### src/rtl/dtsc_pkg.sv
// ----------------------------------------------------------------------------
// dtsc_pkg
// Shared constants for the date-time stamp checker: character codes,
// stamp positions, accepted stamp lengths, tee counter values and state widths.
// ----------------------------------------------------------------------------
package dtsc_pkg;

  // state widths
  localparam int unsigned CHAR_W = 8;
  localparam int unsigned POS_W  = 5;
  localparam int unsigned TEE_W  = 2;

  // character codes, compared as unsigned bytes
  localparam logic [CHAR_W-1:0] CH_0 = 8'h30;
  localparam logic [CHAR_W-1:0] CH_1 = 8'h31;
  localparam logic [CHAR_W-1:0] CH_2 = 8'h32;
  localparam logic [CHAR_W-1:0] CH_3 = 8'h33;
  localparam logic [CHAR_W-1:0] CH_4 = 8'h34;
  localparam logic [CHAR_W-1:0] CH_6 = 8'h36;
  localparam logic [CHAR_W-1:0] CH_9 = 8'h39;
  localparam logic [CHAR_W-1:0] CH_T = 8'h54;
  localparam logic [CHAR_W-1:0] CH_Z = 8'h5A;

  // stamp positions, counted from zero
  localparam logic [POS_W-1:0] POS_DATE_END = 5'd8;   // first non-date position
  localparam logic [POS_W-1:0] POS_MONTH    = 5'd5;   // second month digit
  localparam logic [POS_W-1:0] POS_DAY      = 5'd7;   // second day digit
  localparam logic [POS_W-1:0] POS_TEE      = 5'd8;
  localparam logic [POS_W-1:0] POS_HOUR     = 5'd10;  // second hour character
  localparam logic [POS_W-1:0] POS_MINUTE   = 5'd11;  // first minute character
  localparam logic [POS_W-1:0] POS_SECOND   = 5'd13;  // first second character
  localparam logic [POS_W-1:0] POS_ZULU     = 5'd15;
  localparam logic [POS_W-1:0] POS_LONG     = 5'd16;  // from here on too long
  localparam logic [POS_W-1:0] POS_MAX      = 5'd17;  // saturation point

  // accepted stamp lengths
  localparam logic [POS_W-1:0] LEN_BASIC = 5'd15;
  localparam logic [POS_W-1:0] LEN_UTC   = 5'd16;

  // tee counter values
  localparam logic [TEE_W-1:0] TEE_ONE = 2'd1;
  localparam logic [TEE_W-1:0] TEE_MAX = 2'd2;

endpackage

### src/rtl/dtsc_rule.sv
// ----------------------------------------------------------------------------
// dtsc_rule
// Positional rule check: flags a character that breaks the rule for the
// position it sits at, given the character before it.
// ----------------------------------------------------------------------------
module dtsc_rule (
  input  logic [dtsc_pkg::POS_W-1:0]  pos,
  input  logic [dtsc_pkg::CHAR_W-1:0] cur_char,
  input  logic [dtsc_pkg::CHAR_W-1:0] prev_char,
  output logic                        fail
);

  logic is_digit;
  logic rule_fail;

  // date characters must be decimal digits
  assign is_digit = (cur_char >= dtsc_pkg::CH_0) && (cur_char <= dtsc_pkg::CH_9);

  // per-position rule
  always_comb begin
    case (pos)
      dtsc_pkg::POS_MONTH: begin
        rule_fail = (prev_char >= dtsc_pkg::CH_2)
                 || ((prev_char == dtsc_pkg::CH_1) && (cur_char >= dtsc_pkg::CH_3))
                 || ((prev_char == dtsc_pkg::CH_0) && (cur_char == dtsc_pkg::CH_0));
      end
      dtsc_pkg::POS_DAY: begin
        rule_fail = ((prev_char == dtsc_pkg::CH_0) && (cur_char == dtsc_pkg::CH_0))
                 || ((prev_char == dtsc_pkg::CH_3) && (cur_char >= dtsc_pkg::CH_2))
                 || (prev_char >= dtsc_pkg::CH_4);
      end
      dtsc_pkg::POS_TEE: begin
        rule_fail = (cur_char != dtsc_pkg::CH_T);
      end
      dtsc_pkg::POS_HOUR: begin
        rule_fail = ((prev_char == dtsc_pkg::CH_2) && (cur_char >= dtsc_pkg::CH_4))
                 || (prev_char >= dtsc_pkg::CH_3);
      end
      dtsc_pkg::POS_MINUTE, dtsc_pkg::POS_SECOND: begin
        rule_fail = (cur_char >= dtsc_pkg::CH_6);
      end
      dtsc_pkg::POS_ZULU: begin
        rule_fail = (cur_char != dtsc_pkg::CH_Z);
      end
      default: begin
        rule_fail = (pos >= dtsc_pkg::POS_LONG);
      end
    endcase
  end

  assign fail = rule_fail || ((pos < dtsc_pkg::POS_DATE_END) && !is_digit);

endmodule

### config.mk
export PLATFORM = sky130hd
export DESIGN_NAME = dtsc_rule
export DESIGN_NICKNAME = d
export VERILOG_FILES = /design/src/rtl/dtsc_pkg.sv /design/src/rtl/dtsc_rule.sv
export SDC_FILE = /design/constraint.sdc
export NUM_CORES = 1
export LEC_CHECK = 0
export ABC_AREA = 1
export BUFFER_PORTS_ARGS = -buffer_cell sky130_fd_sc_hd__buf_2
export CAP_MARGIN = 0
export CORE_AREA = 2 2 39 41
export DETAILED_ROUTE_END_ITERATION = 7
export DIE_AREA = 0 0 41 43
export GPL_ROUTABILITY_DRIVEN = 0
export SYNTH_ARGS = -nofsm -noshare
export SYNTH_HDL_FRONTEND = slang
export SYNTH_SLANG_ARGS = --single-unit
export TNS_END_PERCENT = 50
### constraint.sdc
create_clock -name vclk -period 0.8
set_input_delay 0.04 -clock vclk [all_inputs]
set_output_delay 0.04 -clock vclk [all_outputs]
set_load 0.02 [all_outputs]
Yosys cells after proc, flatten, opt, wreduce, memory -nomap -nowiden
Cells that the tools add are included.
{"block": "op_classes", "magnitude_cmp": 11, "n_eq_ne": 14, "mux": 1, "n_reduce_logical": 14}
{"op": "greater-or-equal comparator 8 x 6 -> 1 bit, second input constant", "count": 8}
{"op": "equality test 8 x 6 -> 1 bit, second input constant", "count": 5}
{"op": "equality test 5 x 4 -> 1 bit, second input constant", "count": 5}
{"op": "!= test 8 x 7 -> 1 bit, second input constant", "count": 2}
{"op": "equality test 5 x 3 -> 1 bit, second input constant", "count": 2}
{"op": "<= comparator 8 x 6 -> 1 bit, second input constant", "count": 1}
{"op": "logical AND 1 bit", "count": 6}
{"op": "logical OR 1 bit", "count": 6}
{"op": "case mux 1 bit (6 select lines)", "count": 1}
{"op": "greater-or-equal comparator 5 bit, second input constant", "count": 1}
{"op": "less-than comparator 5 x 4 -> 1 bit, second input constant", "count": 1}
{"op": "OR reduction 2 bit", "count": 1}
{"op": "logical NOT 1 bit", "count": 1}
{"block": "word_totals", "input_bits": 21, "ff_bits": 0, "word_cells": 40, "out_inout_bits": 1}

Depth between registers and ports, before layout
{"block": "depth", "word_depth": 6, "mapped_depth": 9}

Least setup slack after synthesis
No wires, ideal clock.
{"block": "synth_path", "kind": "in2out", "startpoint": "input port prev_char[3] (netlist bit)", "endpoint": "output port fail", "arrival_time_ps": 787, "path_slack_ps": -27, "path_stages": 6, "t_required_ps": 760, "cell_sequence": "nor2_2 -> nand2_1 -> a21oi_1 -> a21oi_1 -> nor2_1 -> nand4_1"}
{"block": "synth_via", "elab_chain_len": 6, "word_cells_on_any_way": 18, "classes_between": "order compare: 3; eq/ne: 4; mux: 1; reduce/logical: 10"}
{"item": "start, declared", "line": "dtsc_rule.sv:9", "text": "input logic [dtsc_pkg::CHAR_W-1:0] prev_char,"}
{"item": "parallel branches: the longest is 4 deep, another holds greater-or-equal comparator 8 x 6 -> 1 bit"}
{"item": "case mux 1 bit (6 select lines) *", "line": "dtsc_rule.sv:21", "text": "case (pos)"}
{"item": "logical OR 1 bit *", "line": "dtsc_rule.sv:51", "text": "assign fail = rule_fail || ((pos < dtsc_pkg::POS_DATE_END) && !is_digit);"}
{"item": "end, declared", "line": "dtsc_rule.sv:10", "text": "output logic fail"}
Mark *: on every way between the ends.

Worst setup path in the final report
{"block": "layout_path", "startpoint": "input port cur_char[6] (netlist bit)", "endpoint": "output port fail"}
{"block": "layout_via", "elab_chain_len": 6, "word_cells_on_any_way": 23, "classes_between": "order compare: 6; eq/ne: 3; mux: 1; reduce/logical: 13"}
{"item": "start, declared", "line": "dtsc_rule.sv:8", "text": "input logic [dtsc_pkg::CHAR_W-1:0] cur_char,"}
{"item": "greater-or-equal comparator 8 x 6 -> 1 bit (tied with other cells)", "line": "dtsc_rule.sv:29", "text": "|| ((prev_char == dtsc_pkg::CH_3) && (cur_char >= dtsc_pkg::CH_2))"}
{"item": "logical AND 1 bit (on tied branches)"}
{"item": "logical OR 1 bit (on tied branches)", "line": "dtsc_rule.sv:29, dtsc_rule.sv:24"}
{"item": "logical OR 1 bit (on tied branches)", "line": "dtsc_rule.sv:30, dtsc_rule.sv:25"}
{"item": "case mux 1 bit (6 select lines)", "line": "dtsc_rule.sv:21"}
{"item": "logical OR 1 bit *", "line": "dtsc_rule.sv:51"}
Mark *: on every way between the ends. The rest lies on a longest branch, timed or not.

==> reports/summary.txt <==
CLK BUF -> 0
CP Capture Type -> output port
PwrDens -> 429 nW/um2
CP cell instances -> buf_2 > nor2_4 > o21ai_0 > nand2_1 > nand3_2 > nor2_1 > nand4_1 > buf_4
Port Buffers -> 22
Tightest Pin Transition -> 0.177 ns
Die Height -> 43 um
Final Hold Fails -> 0
DP Area -> 636 um2
Slowest stage delay, CP -> 0.17 ns
Antenna cells -> 0
Fmax achieved -> 1010 MHz
Max-cap violations -> 0
Maximum VDD drop -> 204 uV
Crit Path Max Fanout -> 5
Synth top area cells -> nand2_1, nor2_1, nand3_1, inv_1, a21oi_1
Failing checks -> setup timing
Hold_buf cts -> 0
Vias in the first global route -> 582
Initial Util -> 31.5%
Pins over their slew limit -> 0
Syn-to-layout area delta -> 71.0%
Seq cells -> 0
Post-Syn Instances -> 101
GRT Residual Overflow -> 0
Setup Buffers After CTS -> 0
Outcome -> complete, but fails checks
Crit path DAT -> 0.95 ns
RSZ-0062 raised after global routing -> yes
Crit Path Category -> input pin to output port
Core region area -> 1380 um2
Slowest-stage cell, CP -> buf_4
Max-slew headroom -> 88.1%
Power Total -> 319 uW
Worst setup slack after layout -> -0.193 ns
Worst slack at placement -> -0.243 ns
Synth Warn # -> 0
Fillcell total -> 152
Tot GR Track Use -> 16.2%
Final instance area -> 744 um2
Mean area per synthesized cell -> 4.31 um2
Row Count -> 14
DRT iter0 DRCs -> 9
Yosys top cell area share -> 31.0%
Sequential area share after synthesis -> 0%
Ports -> 22
Hold Crit Class -> input pin to output port
Synthesized cell area -> 435 um2
Post-Route WL -> 1370 um
Nets -> 154
P_leak -> 0.360 nW
Final setup vio count -> 1
Fin crit share -> 124%
Post-synth top cells -> nand2_1, nor2_1, nand3_1
Most common cell in the synthesized netlist -> nand2_1
Vias -> 699
ANT nets after route -> 0
Crit path required time -> 0.76 ns
Largest net degree at the start of global routing -> 8
Min Clock Period, post-route -> 0.993 ns
Syn_nets -> 122
Post-DP HPWL -> 1010 um
Element type at the critical path start -> input pin
Die area -> 1760 um2
Share of layout cells above drive strength 1 -> 42.7%
Yosys top cell by area -> nand2_1
Yosys cell types -> 14
Wirelength per Cell -> 9.31 um
Global-route wire length before repair -> 2100 um
# DRC -> 0
Drt pass-1 iters -> 4
Die width -> 41 um
Footprint of the multi-input gates -> 459 um2
Initial antenna violation count -> 0
Via density per instance -> 4.76
Seq. cell area -> 0 um2
==> layout by cell type (no fill, tap or decap), types with 2 or more instances in the layout <==
master    synthesis  layout
inv_2             3       5
nand3_1          12      10
a21oi_1           5       4
buf_2             0      15
buf_4             0      10
inv_1            11       8
nor2_1           21      16
nand3_2           0       2
nand2_2           1       6
nand2_1          36      30
nor2_2            4       3
buf_6             0       4
nand3b_1          2       2
nor2_4            1       7
o21ai_1           1       2
==> area by class of cell <==
type                            count  area share, %
Inverter                           14           7.39
Multi-Input combinational cell     87           61.7
Tap cell                           16           2.69
Timing Repair Buffer               30           28.2
==> worst max-delay path: cells and delay by family <==
| family | cells | cell delay [ns] |
|---|---|---|
| AO/OA/AOI/OAI | 1 | 0.12 |
| AND/OR/NAND/NOR | 5 | 0.51 |
| buffers and inverters | 2 | 0.30 |
==> metrics by stage <==
step	TNS [ns]	hold slack [ns]	instances	util [%]
after CTS	-0.189	0.573	147	51.5
final	-0.193	0.563	147	53.8
after global placement	-0.222	0.568	147	45.9
after floorplan	0	0.269	101	-
after detailed placement	-0.243	0.566	147	45.9
after global routing	-0.257	0.591	147	53.8
==> layer usage <==
layer  share of wire, %  vias to the layer above  global-route usage, %
met5                  0                        -                      0
met4                  0                        0                      0
met3                4.8                        0                      0
met2                 54                       20                   32.2
met1                 41                      300                   18.7
li1                   -                      379                      -
==> worst paths after layout <==
path,startpoint,endpoint,slack (ns),cells after the start
setup / recovery,cur_char[6],fail,-0.19,8
hold / removal,cur_char[3],fail,0.56,6
==> where the power goes <==
group	switching [mW]	total, mW	internal, mW
sequential	0	0	0
clock	0	0	0
combinational	0.171	0.319	0.148
==> logic make-up after synthesis <==
kind of cell | after synthesis | share of synthesized area (%)
AND/OR/NAND/NOR | 79 | 78.7
buffers and inverters | 14 | 12.1
AO/OA/AOI/OAI | 8 | 9.19
==> what timing repair did <==
action,in CTS,in global routing
pin swaps,13,7
gates resized for setup,22,13
endpoints found under the setup margin,1,1
cloned,0,0
endpoints found under the hold margin,0,0
Note: power is estimated with default switching activity, not from simulation.
